### config.mk
export PLATFORM = sky130hd
export DESIGN_NAME = sdc_sqrt
export DESIGN_NICKNAME = d
export VERILOG_FILES = /design/src/rtl/sdc_pkg.sv /design/src/rtl/sdc_sqrt.sv
export SDC_FILE = /design/constraint.sdc
export NUM_CORES = 2
export LEC_CHECK = 0
export BUFFER_PORTS_ARGS = -buffer_cell sky130_fd_sc_hd__buf_2
export CORE_MARGIN = 10
export CORE_UTILIZATION = 60
export CTS_CLUSTER_DIAMETER = 50
export DETAILED_ROUTE_END_ITERATION = 10
export PLACE_DENSITY = 0.77
export SETUP_SLACK_MARGIN = 0.02
export SLEW_MARGIN = 20
export SYNTH_ARGS = -nofsm -noshare
export SYNTH_HDL_FRONTEND = slang
export SYNTH_SLANG_ARGS = --single-unit
### constraint.sdc
create_clock -name clk -period 5.82 [get_ports clk]
set_input_delay 0.873 -clock clk [delete_from_list [all_inputs] [get_ports clk]]
set_output_delay 0.873 -clock clk [all_outputs]
set_load 0.02 [all_outputs]
### src/rtl/sdc_pkg.sv
// ----------------------------------------------------------------------------
// sdc_pkg
// Shared types and register codes for the spring distance constraint block.
// ----------------------------------------------------------------------------
package sdc_pkg;

  localparam int CFG_IDX_W = 3;

  localparam logic [CFG_IDX_W-1:0] REG_REST_LENGTH      = 3'd0;
  localparam logic [CFG_IDX_W-1:0] REG_DAMPING_GAIN     = 3'd1;
  localparam logic [CFG_IDX_W-1:0] REG_MAX_LENGTH       = 3'd2;
  localparam logic [CFG_IDX_W-1:0] REG_MIN_LENGTH       = 3'd3;
  localparam logic [CFG_IDX_W-1:0] REG_BREAKING_ENABLED = 3'd4;

  typedef struct packed {
    logic advance;
    logic vld;
  } pipe_ctrl_t;

endpackage

### src/rtl/sdc_sqrt.sv
// ----------------------------------------------------------------------------
// sdc_sqrt
// Pipelined integer square root, one root bit per stage, with side payload.
// ----------------------------------------------------------------------------
module sdc_sqrt #(
  parameter int RW = 33,
  parameter int SW = 1
) (
  input  logic                clk,
  input  logic                rst,
  input  sdc_pkg::pipe_ctrl_t ctrl,
  input  logic [2*RW-1:0]     rad,
  input  logic [SW-1:0]       side_in,
  output logic                out_vld,
  output logic [RW-1:0]       root,
  output logic [SW-1:0]       side_out
);
  import sdc_pkg::*;

  localparam int NW = 2 * RW;

  logic [NW-1:0] rem_r  [RW-1];
  logic [RW-1:0] root_r [RW];
  logic [SW-1:0] side_r [RW];
  logic          vld_r  [RW];

  logic [NW-1:0] in_rem   [RW];
  logic [RW-1:0] in_root  [RW];
  logic [NW-1:0] trial    [RW];
  logic [NW-1:0] nxt_rem  [RW];
  logic [RW-1:0] nxt_root [RW];

  always_comb begin
    in_rem[0]  = rad;
    in_root[0] = '0;
    for (int k = 1; k < RW; k++) begin
      in_rem[k]  = rem_r[k-1];
      in_root[k] = root_r[k-1];
    end
    for (int k = 0; k < RW; k++) begin
      trial[k] = (NW'(in_root[k]) << (RW - k)) + (NW'(1) << (2 * (RW - 1 - k)));
      if (in_rem[k] >= trial[k]) begin
        nxt_rem[k]  = in_rem[k] - trial[k];
        nxt_root[k] = in_root[k] | (RW'(1) << (RW - 1 - k));
      end else begin
        nxt_rem[k]  = in_rem[k];
        nxt_root[k] = in_root[k];
      end
    end
  end

  always_ff @(posedge clk) begin
    if (rst) begin
      for (int k = 0; k < RW; k++) vld_r[k] <= 1'b0;
    end else if (ctrl.advance) begin
      vld_r[0] <= ctrl.vld;
      for (int k = 1; k < RW; k++) vld_r[k] <= vld_r[k-1];
    end
  end

  always_ff @(posedge clk) begin
    if (ctrl.advance) begin
      side_r[0] <= side_in;
      for (int k = 1; k < RW; k++) side_r[k] <= side_r[k-1];
      for (int k = 0; k < RW; k++) root_r[k] <= nxt_root[k];
      for (int k = 0; k < RW - 1; k++) rem_r[k] <= nxt_rem[k];
    end
  end

  assign out_vld  = vld_r[RW-1];
  assign root     = root_r[RW-1];
  assign side_out = side_r[RW-1];

endmodule

## After elaboration in Yosys (flattened, before gate mapping)

Memory sizes are Yosys's and may differ from the RTL's.
Cells that the tools add are included.
W data, S select, Z words.

- Register bits: 0
- Memory bits (writable): 3267
- Word-level logic and storage cells: 238
- Memories kept: 4

- Add/sub/neg operators: 64
- $lt $le $gt $ge: 33
- Mux-type cells: 104
- Bitwise gates (word level): 33

Memories:

| name | words | width | read ports | clocked after memory_dff | wr ports | RTL line | source |
|---|---|---|---|---|---|---|---|
| rem_r | 32 | 66 | 32 | 0 | 32 | sdc_sqrt.sv:22 | `logic [NW-1:0] rem_r [RW-1];` |
| root_r | 33 | 33 | 33 | 0 | 33 | sdc_sqrt.sv:23 | `logic [RW-1:0] root_r [RW];` |
| side_r | 33 | 1 | 33 | 0 | 33 | sdc_sqrt.sv:24 | `logic [SW-1:0] side_r [RW];` |
| vld_r | 33 | 1 | 33 | 0 | 33 | sdc_sqrt.sv:25 | `logic vld_r [RW];` |

Operators by type and width:

| kind | number |
|---|---|
| $mux W66 | 32 |
| $add A65 B63 Y66 const B | 1 |
| $ge A66 B35 Y1 | 1 |
| $ge A66 B36 Y1 | 1 |
| $ge A66 B37 Y1 | 1 |
| $ge A66 B38 Y1 | 1 |
| $ge A66 B39 Y1 | 1 |
| $ge A66 B40 Y1 | 1 |
| $ge A66 B41 Y1 | 1 |
| $ge A66 B42 Y1 | 1 |
| $ge A66 B43 Y1 | 1 |
| $ge A66 B44 Y1 | 1 |
| $ge A66 B45 Y1 | 1 |
| $ge A66 B46 Y1 | 1 |
| $ge A66 B47 Y1 | 1 |
| $ge A66 B48 Y1 | 1 |
| $ge A66 B49 Y1 | 1 |
| $ge A66 B50 Y1 | 1 |
| $ge A66 B51 Y1 | 1 |
| $ge A66 B52 Y1 | 1 |
| $ge A66 B53 Y1 | 1 |
| $ge A66 B54 Y1 | 1 |
| $ge A66 B55 Y1 | 1 |
| $ge A66 B56 Y1 | 1 |
| other kinds (108) | 179 |

## Depth between registers and ports, before layout

- Word-level depth: 4
- Gate-level depth with buffers: 15

## Least setup slack after synthesis

Ideal clock, no wire load.

- Path type: register to register
- Start: memory rem_r[1][893] in the netlist's numbering
- End: memory rem_r[1][983] in the netlist's numbering (data pin)
- Library setup time: 0.266 ns
- Arrival time: 3.752 ns
- Setup slack: 1.802 ns
- Cell stages (with the launch flop): 14
- Path buffers: 1
- Period minus slack after synthesis: 4.018 ns
- Cell sequence: edfxtp_1 > ha_1 > a2111oi_1 > nand2_1 > nor3_1 > or3b_2 > nor3_1 > o31ai_1 > nor2_1 > inv_1 > clkbuf_1 > nand4_1 > nor3_1 > xor2_1

RTL lines:

| element | RTL line |
|---|---|
| start: declaration | sdc_sqrt.sv:22 |

==> flow_metrics.tcl <==
set metrics [dict create \
    outcome "completed" \
    endpoint_kind "flop" \
    synth_async_sr_flop_share 0 \
    max_freq_mhz 213 \
    post-route-util 0.674 \
    vias 84510 \
    synthesis.nets 10992 \
    whs_ns 0.0566 \
    post-cts-setup-buffer-count 0 \
    fillCellCount 15205 \
    grt_pass1_wl_mm 483 \
    crit_family "simple AND/OR/NAND/NOR gates" \
    pwr-share-clk 0.339 \
    hold_path.class "in -> reg" \
    period_minus_slack_ns 4.70 \
    worstPathCellList "ha_1 -> nand4_1 -> or3_1 -> nor3_1 -> and3_1 -> o21ai_0 -> a21o_1 -> and2_1 -> buf_4 -> inv_2 -> nand4_1 -> nor4_1 -> xor2_1" \
    cellLeakagePower_nw 54.8 \
    initial_core_util 0.605 \
    wl_met2_mm 151 \
    worstPathRequired_ns 6.48 \
    row_count 170 \
    finClkSkew_ns 0.0750 \
    drc 0 \
    tightestPinTransition_ns 1.20 \
    design.core.area_um2 215000 \
    criticalPathCategory "reg -> reg" \
    viasPerCell 6.15 \
    crit_path_frequent_cell "nand4_1" \
    grt_max_degree 185 \
    power.density_nw_per_um2 412 \
    crit_path_max_fanout 43 \
    synth_edf_count 2739 \
    swShare 0.295 \
    fp.dieW_um 486 \
    ys_seq_area_frac 0.632 \
    drive_gt1_frac 0.0786 \
    numPortBuffers 105 \
    design.die.area_um2 236000 \
    cp_num_buf_inv 2 \
    track_usage 0.261 \
    cts-resized-gates 0 \
    slew_headroom 0.195 \
    antenna_found_initial 20 \
    syn2layout_area_growth_pct 11.5 \
    slowest_stage "inv_2" \
    seqPwrFrac 0.454 \
    rsz0062_at_grt "false" \
    cts_root_buf "clkbuf_16" \
    synth.area.top_cells "edfxtp_1 (63%), ha_1 (5.7%), xor2_1 (3.3%)" \
    slowest_delay_ns 0.60 \
    cts.sinks 2739 \
    cts_buffers 330 \
    ant_nets 0 \
    critPathLaunchType "flop" \
    grt_overflow 0 \
    first_iter_violations 8335 \
    synth_top_cell_area_share 0.632 \
    htreeDepth 5 \
    ys_types 89 \
    met1_length_mm 133 \
    top_layer "met5" \
    io_pins 106 \
    postSynthAreaPerCell_um2 12.6 \
    dpl-instance-area_um2 134000 \
    setup_viol 0 \
    slew_viol_final 0 \
    peakVddDrop_uv 377 \
    tns_ns 0 \
    timing.final.crit_share 0.808 \
    tritoncts "built" \
    final_area_um2 145000 \
    grt_pass1_vias 82745 \
    syn_inst 10331 \
    postCtsHoldBufs 14 \
    switching_power_mw 17.6 \
    fin_nets 11306 \
    fin_total_pwr_mw 59.7 \
    cp_data_arrival_time_ns 5.36 \
    pwr-share-comb 0.207 \
    yosys.area.top_type "edfxtp_1" \
    ys_seq_elements 2739 \
    wl_per_cell_um 23.1 \
    dp_hpwl_mm 231 \
    dr.pass1.iters 7 \
    wl_met3_mm 24.4 \
    syn-cell-area_um2 130000 \
    die_h_um 486 \
    drt-total-wl_mm 317 \
    clk_pin_slew_ns 0.06 \
    clock_latency_ns 0.99 \
    yosys_warnings 0 \
    synth_ff_type "edfxtp_1" \
    intPower_mw 42.1 \
    hold_viol 0 \
    maxCapViolCount 0 \
    clockBufferDepth 4 \
    place_congestion 0.952 \
]
[layer usage]
metal	up-vias	GRT usage
li1	39266	-
met1	41441	0.358
met2	3215	0.430
met3	578	0.0488
met4	10	0.0715
met5	-	0
[synthesized netlist by cell type (all sizes together), types with 258 or more instances]
cell type	instances
edfxtp	2739
inv	748
nand2	685
nor2	638
a21oi	635
ha	590
o21ai	544
xor2	486
xnor2	447
nor4	353
nor3	302
a21o	258
[worst paths after layout]
path                                       to     startpoint  slack, ns  depth (start not counted)
worst max-delay path            rem_r[1][922]  rem_r[1][814]       1.12                         13
worst min-delay path             rem_r[0][47]        rad[47]       0.06                          1
worst max register to register  rem_r[1][922]  rem_r[1][814]       1.12                         13
worst min register to register   side_r[0][5]   side_r[0][4]       0.42                          0
[state kept, by name (all words and copies together), names as in the netlist]
register,cells
vld_r,33
root_r,561
rem_r,2112
side_r,33
[through the flow]
step	setup WS, ns	instances
finish	1.12	13736
global route	0.813	13733
CTS	1.18	13731
detailed placement	1.19	13137
global placement	1.29	13137
floorplan	1.80	10331
[power groups by stage]
stage / combinational (mW) / clock [mW] / sequential, mW
floorplan: 8.91 / 0 / 26.4
global placement: 11.9 / 0 / 27.4
detailed placement: 12.1 / 0 / 27.5
CTS: 12.2 / 20.6 / 27.1
global route: 13.6 / 21.4 / 27.3
finish: 12.4 / 20.2 / 27.1
[final cells by class]
| type | instances | area (µm²) | share of cell area |
|---|---|---|---|
| inverter | 749 | 2810 | 0.0194 |
| timing repair buffer | 201 | 1460 | 0.0101 |
| clock buffer | 395 | 8670 | 0.0598 |
| tap | 2838 | 3550 | 0.0245 |
| sequential | 2739 | 82200 | 0.567 |
| multi-input combinational | 6624 | 44300 | 0.306 |
| antenna | 5 | 12.5 | 0.0000862 |
| clock inverter | 185 | 1980 | 0.0137 |
[cell families (layout without fill, tap and decap cells)]
logic type	Yosys count	count (layout)	share of synthesized area
buffers and inverters	968	1530	0.0280
other	0	5	0
DFF	2739	2739	0.632
muxes	89	89	0.00758
and+or+nand+nor	3051	3051	0.121
xor gates and xnor gates	933	933	0.0628
adders and majority gates	590	590	0.0567
AOI/OAI and AO/OA	1961	1961	0.0920
[cell usage in the layout (no fill, tap or decap), types with 67 or more instances in the layout]
master     instances
a21o_1           258
a21oi_1          632
and2_1            67
buf_2            104
buf_4             69
clkbuf_16        338
edfxtp_1        2739
ha_1             590
inv_1            744
mux2_2            76
nand2_1          685
nand2b_1         119
nand3_1          158
nand4_1          171
nor2_1           636
nor2b_1           87
nor3_1           300
nor4_1           349
o21a_1           111
o21ai_0          540
or3_1            124
or4_1             93
xnor2_1          447
xor2_1           486
(Power assumes the default switching activity.)
